[src/rtl/core/mcmf_pkg.sv]
// ----------------------------------------------------------------------------
// Multi-channel mailbox FIFO package
// Shared types and fixed widths for the mailbox bank.
// ----------------------------------------------------------------------------
`default_nettype none

package mcmf_pkg;

  localparam int unsigned CHAN_W      = 8;
  localparam int unsigned DATA_W      = 64;
  localparam int unsigned MBOX_W      = 8;
  localparam int unsigned S_TUSER_W   = 2;
  localparam int unsigned S_TDATA_W   = 72;
  localparam int unsigned M_TUSER_W   = 4;
  localparam int unsigned M_TDATA_W   = 64;
  localparam int unsigned QUEUE_DEPTH = 2;
  localparam int unsigned QPTR_W      = $clog2(QUEUE_DEPTH);
  localparam int unsigned QCNT_W      = $clog2(QUEUE_DEPTH + 1);

  typedef enum logic [1:0] {
    OP_PUSH = 2'd0,
    OP_POP  = 2'd1,
    OP_BAD  = 2'd2
  } op_e;

  typedef enum logic [1:0] {
    ST_DONE  = 2'd0,
    ST_FULL  = 2'd1,
    ST_EMPTY = 2'd2,
    ST_BADCH = 2'd3
  } status_e;

  typedef enum logic {
    BK_IDLE = 1'b0,
    BK_READ = 1'b1
  } back_state_e;

  typedef struct packed {
    op_e                op;
    logic [MBOX_W-1:0]  mbox;
    logic [DATA_W-1:0]  data;
  } req_t;

  typedef struct packed {
    status_e            status;
    logic               full;
    logic               empty;
    logic [DATA_W-1:0]  data;
  } result_t;

endpackage

`default_nettype wire

[src/rtl/core/mcmf_queue.sv]
// ----------------------------------------------------------------------------
// Mailbox request queue
// Short FIFO of classified requests between front end and back end.
// ----------------------------------------------------------------------------
`default_nettype none

module mcmf_queue
  import mcmf_pkg::*;
(
  input  wire logic clk_i,
  input  wire logic rst_ni,
  input  wire logic push_valid_i,
  output logic      push_ready_o,
  input  wire req_t push_req_i,
  output logic      pop_valid_o,
  input  wire logic pop_ready_i,
  output req_t      pop_req_o
);

  req_t              entry_q [QUEUE_DEPTH];
  logic [QPTR_W-1:0] wr_ptr_q, wr_ptr_d;
  logic [QPTR_W-1:0] rd_ptr_q, rd_ptr_d;
  logic [QCNT_W-1:0] cnt_q, cnt_d;
  logic              do_push, do_pop;

  assign push_ready_o = (cnt_q != QCNT_W'(QUEUE_DEPTH));
  assign pop_valid_o  = (cnt_q != '0);
  assign pop_req_o    = entry_q[rd_ptr_q];
  assign do_push      = push_valid_i && push_ready_o;
  assign do_pop       = pop_valid_o && pop_ready_i;

  always_comb begin
    wr_ptr_d = wr_ptr_q;
    rd_ptr_d = rd_ptr_q;
    cnt_d    = cnt_q;
    if (do_push) begin
      wr_ptr_d = (wr_ptr_q == QPTR_W'(QUEUE_DEPTH - 1)) ? '0 : wr_ptr_q + QPTR_W'(1);
    end
    if (do_pop) begin
      rd_ptr_d = (rd_ptr_q == QPTR_W'(QUEUE_DEPTH - 1)) ? '0 : rd_ptr_q + QPTR_W'(1);
    end
    if (do_push && !do_pop) begin
      cnt_d = cnt_q + QCNT_W'(1);
    end else if (do_pop && !do_push) begin
      cnt_d = cnt_q - QCNT_W'(1);
    end
  end

  always_ff @(posedge clk_i or negedge rst_ni) begin
    if (!rst_ni) begin
      wr_ptr_q <= '0;
      rd_ptr_q <= '0;
      cnt_q    <= '0;
    end else begin
      wr_ptr_q <= wr_ptr_d;
      rd_ptr_q <= rd_ptr_d;
      cnt_q    <= cnt_d;
    end
  end

  always_ff @(posedge clk_i) begin
    if (do_push) begin
      entry_q[wr_ptr_q] <= push_req_i;
    end
  end

endmodule

`default_nettype wire

[config.mk]
export PLATFORM = sky130hd
export DESIGN_NAME = mcmf_queue
export DESIGN_NICKNAME = d
export VERILOG_FILES = /design/src/rtl/core/mcmf_pkg.sv /design/src/rtl/core/mcmf_queue.sv
export SDC_FILE = /design/constraint.sdc
export NUM_CORES = 1
export LEC_CHECK = 0
export BUFFER_PORTS_ARGS = -buffer_cell sky130_fd_sc_hd__buf_2
export CORE_MARGIN = 5
export CORE_UTILIZATION = 55
export CTS_BUF_LIST = sky130_fd_sc_hd__clkbuf_4 sky130_fd_sc_hd__clkbuf_8
export DETAILED_ROUTE_END_ITERATION = 7
export HOLD_SLACK_MARGIN = 0.1
export PLACE_DENSITY = 0.81
export SETUP_SLACK_MARGIN = 0.15
export SKIP_LAST_GASP = 1
export SLEW_MARGIN = 10
export SYNTH_ARGS = -nofsm -noshare
export SYNTH_HDL_FRONTEND = slang
export SYNTH_SLANG_ARGS = --single-unit
[constraint.sdc]
create_clock -name clk_i -period 8.7 [get_ports clk_i]
set_input_delay 0.87 -clock clk_i [delete_from_list [all_inputs] [get_ports clk_i]]
set_output_delay 0.87 -clock clk_i [all_outputs]
set_load 0.02 [all_outputs]
==> out/results.ini <==
[clock_network]
cts_repair_resize_count=0
clk-insertion-delay-late_ns=0.42
post_cts_buffers=0
root_buffer=clkbuf_8
cts_tree=done
cts.htree.levels=4
cts_max_path_buffers=2
clkSinkCount=152
cts_buffers=17
clk_pin_slew_ns=0.07
postCtsHoldBufs=0

[synthesis]
yosys_register_bits=152
yosysWarningCount=0
synth_cell_type_count=15
synth-seq-area-share_pct=79.21
syn_avg_cell_area_sq_um=23.13
synth_area_sq_um=5737
syn_inst=248
syn_nets=327

[sta]
tns_ns=0
clock.fmax_mhz=297.0
relSlewSlack_pct=31.59
hold_viol=0
rsz0062_at_grt=no
post-route-period-util_pct=38.70
min_period_ns=3.367
finalSetupViolations=0
holdWs_ns=0.2437
skew_ns=0.01346
slew_viol_final=0
worst_slew_pin_slew_ns=1.026

[floorplanning]
initial_core_util_pct=56.07
rows=37
die_h_um=112.1
die_w_um=112.1
die-area_sq_um=12570
coreArea_sq_um=10230
ioPinCount=154

[critical_path]
ff2ff_path_depth=4
worst-path-buf-inv=2
path_class=flop to primary output
path_cells=buf_4 -> mux2_2 -> buf_2
cp-start-kind=flop
arrival_ns=2.50
r2r_start=cnt_q[0]
crit_slowest_cell=dfrtp_4
worstSetupEndpointType=primary output
reg2reg_setup_slack_ns=6.72
critPathMaxStageDelay_ns=0.79
critical-path-top-delay-family=buffers and inverters
crit_path_max_fanout=41
cp.required_ns=7.83
reg2reg_to=entry_q[0][37]

[power]
seqPwrFrac_pct=42.9
p_leak_nw=2.822
p_total_mw=2.530
p_sw_share_pct=30.79
combPwrFrac_pct=32.9
p_per_area_nw_per_um2=356.2
ir_worst_vdd_v=0.0001953
clkPwrFrac_pct=24.2
net-switching-power_mw=0.7790
power.internal_mw=1.751

[drt]
drt_iter0_markers=90
vias=2818
wl_mm=9.705
dr.pass1.iters=4
routedWlPerCell_um=17.24
postRouteAntennaNets=0
vias_per_cell=5.005
route.detailed.drc=0

[global_routing]
grt_pass1_vias=3072
grt_pass1_wl_mm=15.25
antenna_found_initial=1
grt_max_degree=75
track_usage_pct=15.89
grt_remaining_overflow=0

[outcome]
status=completed

[placed_design]
io_buffer_count=153
finalWeightedCongestion=0.6815
hpwl_mm=6.524

[job]
drv_cap=0

[finish]
diodes=0
drive_gt1_share_pct=62.06
final_cell_mix=153 x buf_2, 148 x edfxtp_1, 50 x mux2_4, 24 x mux2_2, 20 x clkbuf_8
fin_nets=493
mostFrequentLayoutCell=buf_2
final_util_pct=69.41
area_growth_pct=23.79

[worst_hold_path]
hold_path_class=input pin to asynchronous set/reset pin

[routing by layer]
metal | routed length [um] | GRT usage (%)
met1 | 3566 | 17.06
met2 | 5144 | 27.65
met3 | 810 | 7.008
met4 | 163 | 6.090
met5 | 20 | 0
[metrics by stage]
stage	setup slack (ns)	instance area [sq um]	cells
2_1_floorplan	4.138	5737	248
3_3_place_gp	5.777	6626	531
3_5_place_dp	5.758	6626	531
4_1_cts	5.258	7102	563
5_1_grt	5.183	7102	563
6_report	5.333	7102	563
[Yosys cell counts]
cell type    n  share of area (%)
ha_1         1               0.22
xnor2_1      3               0.46
buf_2        2               0.17
inv_1        1              0.065
nand2_1      2               0.13
or2_2        1               0.11
xor2_1       2               0.31
and3_1       1               0.11
edfxtp_1   148                 77
mux2_2      24                4.7
dfrtp_1      4                1.7
mux2_4      50                 13
nand2b_1     1               0.11
nor2_1       2               0.13
buf_6        6                1.2
[kinds of logic after synthesis]
logic type | share of synthesized area (%)
DFF | 79.21
xor gates and xnor gates | 0.7635
buffers and inverters | 1.418
muxes | 17.80
and+or+nand+nor | 0.5892
adders and majority gates | 0.2181
[power groups by stage]
| stage | clock (mW) | sequential [mW] | combinational, mW |
|---|---|---|---|
| after global placement | 0 | 1.09 | 0.837 |
| after floorplan | 0 | 1.06 | 0.668 |
| after global routing | 0.662 | 1.10 | 0.887 |
| after detailed placement | 0 | 1.11 | 0.845 |
| after CTS | 0.627 | 1.09 | 0.849 |
| final | 0.612 | 1.09 | 0.832 |
[how the worst max path moves through the flow]
stage	depth (start not counted)	end	slack [ns]	start
after floorplan	2	entry_q[0][0]	4.14	push_valid_i
after global routing	3	pop_req_o[60]	5.18	rd_ptr_q
after global placement	3	pop_req_o[60]	5.78	rd_ptr_q
after detailed placement	3	pop_req_o[60]	5.76	rd_ptr_q
after CTS	3	pop_req_o[60]	5.26	rd_ptr_q
final	3	pop_req_o[60]	5.33	rd_ptr_q
[worst register-to-register path, stage by stage (launching register included)]
cell,delay (ns)
dfrtp_1,0.41
nand2b_1,0.16
nand2_1,0.13
nor2_4,0.09
buf_4,0.68
[sequential cells by signal, indices dropped and copies added, names as in the netlist]
register / cells
wr_ptr_q: 1
rd_ptr_q: 1
cnt_q: 2
entry_q: 148
[layout make-up]
type | count | area [sq um]
fillers | 695 | 3129
well taps | 136 | 170.2
flip-flops and latches | 152 | 4548
clock buffers | 24 | 305.3
repair buffers | 155 | 780.7
inverters | 1 | 3.754
clock inverters | 8 | 170.2
multi-input cells | 87 | 1124
(Power assumes the default switching activity.)
