===== config.mk =====
export PLATFORM = sky130hd
export DESIGN_NAME = mcmf_front
export DESIGN_NICKNAME = d
export VERILOG_FILES = /design/src/rtl/core/mcmf_pkg.sv /design/src/rtl/core/mcmf_front.sv
export SDC_FILE = /design/constraint.sdc
export NUM_CORES = 1
export LEC_CHECK = 0
export ABC_AREA = 1
export BUFFER_PORTS_ARGS = -buffer_cell sky130_fd_sc_hd__buf_2
export CAP_MARGIN = 20
export CORE_AREA = 2 2 87 97
export DETAILED_ROUTE_END_ITERATION = 16
export DIE_AREA = 0 0 89 99
export GPL_ROUTABILITY_DRIVEN = 0
export PLACE_DENSITY_LB_ADDON = 0.08
export SETUP_SLACK_MARGIN = 0.15
export SLEW_MARGIN = 20
export SYNTH_ARGS = -nofsm -noshare
export SYNTH_HDL_FRONTEND = slang
export SYNTH_SLANG_ARGS = --single-unit

===== constraint.sdc =====
create_clock -name clk_i -period 9.2 [get_ports clk_i]
set_input_delay 0 -clock clk_i [delete_from_list [all_inputs] [get_ports clk_i]]
set_output_delay 0 -clock clk_i [all_outputs]
set_load 0.02 [all_outputs]

===== src/rtl/core/mcmf_pkg.sv =====
// ----------------------------------------------------------------------------
// Multi-channel mailbox FIFO package
// Shared types and fixed widths for the mailbox bank.
// ----------------------------------------------------------------------------
`default_nettype none

package mcmf_pkg;

  localparam int unsigned CHAN_W      = 8;
  localparam int unsigned DATA_W      = 64;
  localparam int unsigned MBOX_W      = 8;
  localparam int unsigned S_TUSER_W   = 2;
  localparam int unsigned S_TDATA_W   = 72;
  localparam int unsigned M_TUSER_W   = 4;
  localparam int unsigned M_TDATA_W   = 64;
  localparam int unsigned QUEUE_DEPTH = 2;
  localparam int unsigned QPTR_W      = $clog2(QUEUE_DEPTH);
  localparam int unsigned QCNT_W      = $clog2(QUEUE_DEPTH + 1);

  typedef enum logic [1:0] {
    OP_PUSH = 2'd0,
    OP_POP  = 2'd1,
    OP_BAD  = 2'd2
  } op_e;

  typedef enum logic [1:0] {
    ST_DONE  = 2'd0,
    ST_FULL  = 2'd1,
    ST_EMPTY = 2'd2,
    ST_BADCH = 2'd3
  } status_e;

  typedef enum logic {
    BK_IDLE = 1'b0,
    BK_READ = 1'b1
  } back_state_e;

  typedef struct packed {
    op_e                op;
    logic [MBOX_W-1:0]  mbox;
    logic [DATA_W-1:0]  data;
  } req_t;

  typedef struct packed {
    status_e            status;
    logic               full;
    logic               empty;
    logic [DATA_W-1:0]  data;
  } result_t;

endpackage

`default_nettype wire


===== src/rtl/core/mcmf_front.sv =====
// ----------------------------------------------------------------------------
// Mailbox request front end
// Accepts request words, checks the channel and forms the mailbox index.
// ----------------------------------------------------------------------------
`default_nettype none

module mcmf_front
  import mcmf_pkg::*;
#(
  parameter int unsigned CHANNELS = 16
) (
  input  wire logic                 clk_i,
  input  wire logic                 rst_ni,
  input  wire logic                 s_tvalid_i,
  output logic                      s_tready_o,
  input  wire logic [S_TUSER_W-1:0] s_tuser_i,
  input  wire logic [S_TDATA_W-1:0] s_tdata_i,
  output logic                      req_valid_o,
  input  wire logic                 req_ready_i,
  output req_t                      req_o
);

  logic         valid_q, valid_d;
  req_t         req_q;
  req_t         req_cls;
  logic         accept;
  logic [CHAN_W-1:0] chan;

  assign chan = s_tdata_i[CHAN_W-1:0];

  always_comb begin
    req_cls.data = s_tdata_i[CHAN_W +: DATA_W];
    req_cls.mbox = {chan[MBOX_W-2:0], s_tuser_i[1]};
    if (chan >= CHAN_W'(CHANNELS)) begin
      req_cls.op = OP_BAD;
    end else if (s_tuser_i[0]) begin
      req_cls.op = OP_POP;
    end else begin
      req_cls.op = OP_PUSH;
    end
  end

  assign s_tready_o  = !valid_q || req_ready_i;
  assign accept      = s_tvalid_i && s_tready_o;
  assign valid_d     = accept || (valid_q && !req_ready_i);
  assign req_valid_o = valid_q;
  assign req_o       = req_q;

  always_ff @(posedge clk_i or negedge rst_ni) begin
    if (!rst_ni) begin
      valid_q <= 1'b0;
    end else begin
      valid_q <= valid_d;
    end
  end

  always_ff @(posedge clk_i) begin
    if (accept) begin
      req_q <= req_cls;
    end
  end

endmodule

`default_nettype wire


==> results.sh, run 1 <==
export IMPL_worst_ep_required_time_ns=9.15
export IMPL_post_cts_resized=0
export IMPL_timing_final_crit_share_pct=18.7
export IMPL_startpoint_type="flop"
export IMPL_clk_root_buffer_cell="sky130_fd_sc_hd__clkbuf_8"
export IMPL_critPathKind="reg2reg"
export IMPL_area_growth_from_synthesis_to_layout_pct=81.0
export IMPL_grt_use_met1_pct=13.0
export IMPL_final_antenna_net_count=0
export IMPL_first_pass_drt_iterations=4
export IMPL_pin_count_of_the_biggest_net_entering_global_routing=75
export IMPL_ctsHtreeMaxLevel=3
export IMPL_syn_inst=85
export IMPL_placementRows=34
export IMPL_drive_gt1_share_pct=50.5
export IMPL_regToRegEndpoint="req_o[1]$_DFFE_PP_"
export IMPL_setup_total_negative_slack_ns=0
export IMPL_groute_layer_met2_usage_pct=23.4
export IMPL_synth_avg_cell_area_um2=26.9
export IMPL_setup_slack_ns=7.48
export IMPL_worst_skew_pair_late_latency_ns=0.33
export IMPL_peak_supply_drop_mv=0.0823
export IMPL_count_of_state_elements_after_synthesis=75
export IMPL_most_frequent_standard_cell_in_the_layout_excluding_fill_and_tap_cells="sky130_fd_sc_hd__buf_2"
export IMPL_leakagePower_uw=0.00176
export IMPL_drv_slew=0
export IMPL_min_delay_path_class="in2reg"
export IMPL_clock_tree_buffer_depth=2
export IMPL_layout_common_cells="153 x sky130_fd_sc_hd__buf_2, 78 x sky130_fd_sc_hd__dlygate4sd3_1, 74 x sky130_fd_sc_hd__edfxtp_1"
export IMPL_synth_area_um2=2290
export IMPL_max_clock_freq_ghz=0.580
export IMPL_drt_drc_violations_left=0
export IMPL_initialDrtViolationCount=52
export IMPL_grt_util_met3_pct=4.86
export IMPL_synthDistinctLibCells=7
export IMPL_die_h_um=99
export IMPL_crit_fanout=74
export IMPL_detailroute_via_count=1681
export IMPL_postSynthNetCount=163
export IMPL_floorplan_die_area_um2=8810
export IMPL_cts_tree="built"
export IMPL_pre_cts_slack_ns=7.48
export IMPL_timing_critical_path_from="req_valid_o$_DFF_PN0_"
export IMPL_setup_viol=0
export IMPL_numCtsBuffers=9
export IMPL_fillCellCount=714
export IMPL_synth_yosys_seq_area_share_pct=98.2
export IMPL_grt_setup_unrepaired="no"
export IMPL_global_route_usage_total_pct=13.1
export IMPL_hold_path_cell_count=2
export IMPL_wire_length_of_the_first_global_routing_pass_um=8430
export IMPL_first_global_vias=1806
export IMPL_ff2ff_setup_slack_ns=7.48
export IMPL_grt_antenna_before_repair=0
export IMPL_busiest_layer="met2"
export IMPL_total_wire_length_um=5610
export IMPL_regToRegStartpoint="req_valid_o$_DFF_PN0_"
export IMPL_min_period_ns=1.72
export IMPL_hold_violations=0
export IMPL_route_detailed_wl_per_inst_um=12.7
export IMPL_setup_worst_path_end="req_o[1]$_DFFE_PP_"
export IMPL_antennaDiodeCount=0
export IMPL_numClockSinks=75
export IMPL_cts_reportedPaths_clkPinSlew_ns=0.07
export IMPL_status="finished clean"
export IMPL_max_cap_violations=0
export IMPL_post_drt_via_cell_ratio=3.81
export IMPL_end_kind="flop"
export IMPL_port_buffer_count=153
export IMPL_finalCoreUtilization_pct=52.9
export IMPL_skew_final_ns=0.00548
export IMPL_count_of_cells_along_the_worst_register_to_register_path=2
export IMPL_die_width_um=89
export IMPL_max_slew_margin_rel_pct=39.2
export IMPL_ys_warnings_count=0
export IMPL_worstMarginPinSlew_ns=0.912
export IMPL_grt_overflow_total=0
export IMPL_core_region_area_um2=7830
export IMPL_power_density_cells_nw_per_um2=169
export IMPL_crit_arrival_ns=1.68
export IMPL_final_net_count=406
export IMPL_floorplan_initialDensity_pct=29.2
export IMPL_number_of_cells_after_detailed_placement=347
export IMPL_layout_cells_non_filler=441
export IMPL_boundaryPins=154
==> cell usage after synthesis <==
cell	count	area, µm²
sky130_fd_sc_hd__nor2_1	2	7.51
sky130_fd_sc_hd__dfrtp_1	1	25.0
sky130_fd_sc_hd__inv_1	3	11.3
sky130_fd_sc_hd__nor2_2	1	6.26
sky130_fd_sc_hd__a21oi_1	1	5.00
sky130_fd_sc_hd__nand2_1	3	11.3
sky130_fd_sc_hd__edfxtp_1	74	2220
==> state kept, by name (all words and copies together), names as in the netlist <==
signal and count:
req_o 74, req_valid_o 1
==> cells by family after synthesis <==
group	after synthesis	synth area share, %
buf+inv	3	0.492
flops	75	98.2
simple gates	6	1.09
compound gates	1	0.218
==> routing by layer <==
metal  up-vias  wire (µm)
met5         -          0
li1        817          -
met4         0         52
met2        89       3090
met1       769       2000
met3         6        468
==> worst min path at each step <==
stage	from	end	slack [ns]
6_report	s_tdata_i[35]	req_o[27]$_DFFE_PP_	0.37
5_1_grt	s_tdata_i[42]	req_o[34]$_DFFE_PP_	0.36
4_1_cts	s_tdata_i[35]	req_o[27]$_DFFE_PP_	0.35
3_5_place_dp	rst_ni	req_valid_o$_DFF_PN0_	-0.22
3_3_place_gp	rst_ni	req_valid_o$_DFF_PN0_	-0.22
2_1_floorplan	rst_ni	req_valid_o$_DFF_PN0_	-0.30
==> stage by stage <==
step	hold slack (ns)	instance area, µm²	power [µW]
floorplan	-0.296	2290	444
global placement	-0.223	3210	477
detailed placement	-0.223	3210	477
CTS	0.350	4140	709
global route	0.359	4140	733
finish	0.369	4140	699
==> power breakdown <==
group / switching [µW] / leakage (µW) / total [µW] / internal, µW
Sequential: 4.15 / 0.000714 / 402 / 398
Clock: 107 / 0.0000812 / 204 / 97.0
Combinational: 47.6 / 0.000961 / 93.0 / 45.4
Total: 159 / 0.00176 / 699 / 541
==> worst max-delay path, cell delays in order (launching register included) <==
cell and delay (ns):
sky130_fd_sc_hd__dfrtp_1 0.43, sky130_fd_sc_hd__a21oi_4 0.16, sky130_fd_sc_hd__buf_4 0.72
==> what timing repair did <==
| item | in CTS | in global routing |
|---|---|---|
| hold buffers | 78 | 0 |
| setup endpoints to repair | 0 | 0 |
| buffers inserted | 0 | 0 |
| hold endpoints to repair | 76 | 0 |
==> area by class of cell <==
| type | instances | area [µm²] | area share, % |
|---|---|---|---|
| sequential | 75 | 2250 | 54.2 |
| timing repair buffer | 232 | 1550 | 37.5 |
| clock buffer | 13 | 139 | 3.35 |
| tap | 108 | 135 | 3.26 |
| multi-input combinational | 7 | 41.3 | 0.997 |
| clock inverter | 3 | 15.0 | 0.362 |
| inverter | 3 | 11.3 | 0.272 |
No activity file was read; power rests on OpenSTA's default activity.
==> run 2: changes to the inputs <==
Settings changed: ABC_AREA 1 to 0.
Clock period 9.2 ns to 1.5 ns, I/O delays scaled along.
==> run 2 against run 1 <==
Compared with the run above: wire length rose by 0.61%; power rose to 6.2 times the previous value; clock skew is 0.0022 ns higher; area after synthesis about the same; largest power group unchanged; global-route usage rose by 0.11 points; synthesized cell count down 4.7%; via count rose by 1.0%; first-iteration DRC count increased by 38%; register-to-register slack got worse by 7.2 ns; sequential power grew to 6.1 times the previous value; hold slack worse by 0.013 ns.
==> results.sh, run 2 <==
export IMPL_grt_antenna_before_repair=0
export IMPL_synthDistinctLibCells=7
export IMPL_ff2ff_setup_slack_ns=0.26
export IMPL_placementRows=34
export IMPL_post_cts_setup_driven_buffer_insertion_count=0
export IMPL_route_detailed_wl_per_inst_um=12.9
export IMPL_numCtsBuffers=9
export IMPL_swShare_pct=24.0
export IMPL_clock_power_share_pct=30.3
export IMPL_hold_path_startpoint="req_ready_i"
export IMPL_cts_tree="built"
export IMPL_worstMarginPinSlew_ns=0.227
export IMPL_setup_viol=0
export IMPL_global_route_usage_total_pct=13.2
export IMPL_cts_reportedPaths_clkPinSlew_ns=0.08
export IMPL_worst_ep_required_time_ns=1.53
export IMPL_power_density_cells_nw_per_um2=1040
export IMPL_final_net_count=403
export IMPL_largest_register_ff_count=74
export IMPL_netlist_top_cells_count="74 x sky130_fd_sc_hd__edfxtp_1, 2 x sky130_fd_sc_hd__nand2b_1"
export IMPL_synth_ff_type="sky130_fd_sc_hd__edfxtp_1"
export IMPL_ctsHtreeMaxLevel=3
export IMPL_ys_warnings_count=0
export IMPL_synth_yosys_seq_area_share_pct=98.2
export IMPL_hold_path_cell_count=3
export IMPL_synth_top_family_by_area="simple AND/OR/NAND/NOR gates"
export IMPL_die_width_um=89
export IMPL_status="finished clean"
export IMPL_initialDrtViolationCount=72
export IMPL_peak_supply_drop_mv=0.563
export IMPL_antennaDiodeCount=0
export IMPL_worst_skew_pair_late_latency_ns=0.34
export IMPL_synth_avg_cell_area_um2=28.2
export IMPL_numClockSinks=75
export IMPL_post_drt_via_cell_ratio=3.88
export IMPL_startpoint_type="flop"
export IMPL_cell_with_the_largest_stage_delay_on_the_worst_path="sky130_fd_sc_hd__dfrtp_2"
export IMPL_layout_common_cells="153 x sky130_fd_sc_hd__buf_2, 78 x sky130_fd_sc_hd__dlygate4sd3_1, 74 x sky130_fd_sc_hd__edfxtp_1"
export IMPL_syn_inst=81
export IMPL_area_growth_from_synthesis_to_layout_pct=83.2
export IMPL_wire_length_of_the_first_global_routing_pass_um=8430
export IMPL_synth_compound_area_share_pct=0
export IMPL_max_slew_margin_rel_pct=84.9
export IMPL_port_buffer_count=153
export IMPL_parity_gate_share_of_the_synthesized_area_counting_xor_and_xnor_cells_pct=0
export IMPL_drv_slew=0
export IMPL_fillCellCount=707
export IMPL_grt_setup_unrepaired="no"
export IMPL_crit_path_cell_trace="nand2b_4 -> and2_4 -> buf_12"
export IMPL_number_of_cells_after_detailed_placement=344
export IMPL_crit_fanout=42
export IMPL_drive_gt1_share_pct=53.0
export IMPL_grt_overflow_total=0
export IMPL_detailroute_via_count=1698
export IMPL_critPathKind="reg2reg"
export IMPL_pre_cts_slack_ns=0.273
export IMPL_first_pass_drt_iterations=4
export IMPL_floorplan_initialDensity_pct=29.2
export IMPL_die_h_um=99
export IMPL_synth_largest_area_cell="sky130_fd_sc_hd__edfxtp_1"
export IMPL_yosys_cell_count_top_type="sky130_fd_sc_hd__edfxtp_1"
export IMPL_floorplan_die_area_um2=8810
export IMPL_regToRegStartpoint="req_valid_o$_DFF_PN0_"
export IMPL_synth_edf_count=74
export IMPL_clock_tree_buffer_depth=2
export IMPL_leakagePower_uw=0.00176
export IMPL_layout_cells_non_filler=438
export IMPL_power_frac_seq_pct=56.4
export IMPL_total_wire_length_um=5640
export IMPL_count_of_cells_along_the_worst_register_to_register_path=3
export IMPL_comb_power_share_pct=13.4
export IMPL_skew_final_ns=0.00765
export IMPL_first_global_vias=1813
export IMPL_yosys_area_share_adder_pct=0
export IMPL_min_period_ns=1.24
export IMPL_final_antenna_net_count=0
export IMPL_async_reset_ff_share_pct=1.33
export IMPL_hold_violations=0
export IMPL_clk_root_buffer_cell="sky130_fd_sc_hd__clkbuf_8"
export IMPL_synth_area_um2=2290
export IMPL_count_of_state_elements_after_synthesis=75
export IMPL_synthMuxAreaShare_pct=0
export IMPL_most_frequent_standard_cell_in_the_layout_excluding_fill_and_tap_cells="sky130_fd_sc_hd__buf_2"
export IMPL_drt_drc_violations_left=0
export IMPL_timing_final_crit_share_pct=82.4
export IMPL_pin_count_of_the_biggest_net_entering_global_routing=43
export IMPL_max_clock_freq_ghz=0.809
export IMPL_regToRegEndpoint="req_o[14]$_DFFE_PP_"
export IMPL_synth_largest_type_area_fraction_pct=97.2
export IMPL_postSynthNetCount=159
export IMPL_hold_end="s_tready_o"
export IMPL_max_cap_violations=0
export IMPL_max_stage_delay_ns=0.42
export IMPL_boundaryPins=154
export IMPL_post_synth_main_area_contributors="sky130_fd_sc_hd__edfxtp_1 97%, sky130_fd_sc_hd__dfrtp_1 1.1%, sky130_fd_sc_hd__nand2b_1 0.55%"
export IMPL_total_switching_power_uw=1050
export IMPL_internal_power_uw=3320
export IMPL_synth_simple_gate_area_share_pct=1.59
export IMPL_core_region_area_um2=7830
export IMPL_setup_slack_ns=0.264
export IMPL_end_kind="flop"
export IMPL_crit_arrival_ns=1.26
export IMPL_min_delay_path_class="in2out"
==> run 2: cell types whose count changed after synthesis, sizes merged <==
cell and delta:
nor2 -2, a21oi -1, inv -2, nand2b +2, nand2 -3, or4 +1, and2 +1
==> run 2: logic make-up after synthesis <==
kind of cell	Yosys count
buf+inv	1
flops	75
simple gates	5
==> run 2: layout make-up <==
type / count / area [µm²] / share of cell area (%)
Sequential cell: 75 / 2250 / 53.7
Timing Repair Buffer: 233 / 1590 / 37.9
Tap cell: 108 / 135 / 3.23
Clock buffer: 9 / 124 / 2.96
Multi-Input combinational cell: 5 / 46.3 / 1.11
Clock inverter: 7 / 45.0 / 1.08
Inverter: 1 / 3.75 / 0.0896
==> run 2: critical path: cells and delay by family (launching register included) <==
kind	cells	cell delay, ns
buffers and inverters	1	0.24
flip-flops	1	0.42
AND/OR/NAND/NOR	2	0.25
==> run 2: power groups by stage <==
| stage | registers [µW] | logic, µW | clock network, µW |
|---|---|---|---|
| floorplan | 2660 | 48.3 | 0 |
| global placement | 2510 | 427 | 0 |
| detailed placement | 2510 | 432 | 0 |
| finish | 2460 | 584 | 1320 |
| global route | 2480 | 627 | 1490 |
| CTS | 2460 | 592 | 1400 |
==> run 2: per-layer routing <==
layer / track usage (%) / wire (µm) / vias up / share of wire, %
met4: 6.89 / 80 / 0 / 1.4
met3: 5.28 / 471 / 6 / 8.3
met2: 22.9 / 3100 / 80 / 55
met5: 0 / 0 / - / 0
met1: 13.2 / 1990 / 801 / 35
li1: - / - / 811 / -
==> run 2: how the worst max path moves through the flow <==
stage | start | end | depth (start not counted)
finish | req_valid_o$_DFF_PN0_ | req_o[14]$_DFFE_PP_ | 3
global route | req_valid_o$_DFF_PN0_ | req_o[48]$_DFFE_PP_ | 3
CTS | req_valid_o$_DFF_PN0_ | req_o[26]$_DFFE_PP_ | 3
detailed placement | req_valid_o$_DFF_PN0_ | req_o[46]$_DFFE_PP_ | 3
global placement | req_valid_o$_DFF_PN0_ | req_o[50]$_DFFE_PP_ | 3
floorplan | req_valid_o$_DFF_PN0_ | req_o[0]$_DFFE_PP_ | 2
==> run 2: per-stage QoR <==
step	total power (µW)	hold WS (ns)	cell area (µm²)	TNS [ns]	utilization [%]
floorplan	2710	-0.296	2300	-5.74	-
global placement	2940	-0.225	3240	0	41.4
detailed placement	2940	-0.224	3240	0	41.4
CTS	4450	0.336	4190	0	53.5
global route	4590	0.339	4190	0	53.5
finish	4370	0.355	4190	0	53.5
==> run 2: repair_timing <==
action,in CTS,in global routing
endpoints found under the hold margin,76,0
hold buffers,78,0
resized for setup,0,0
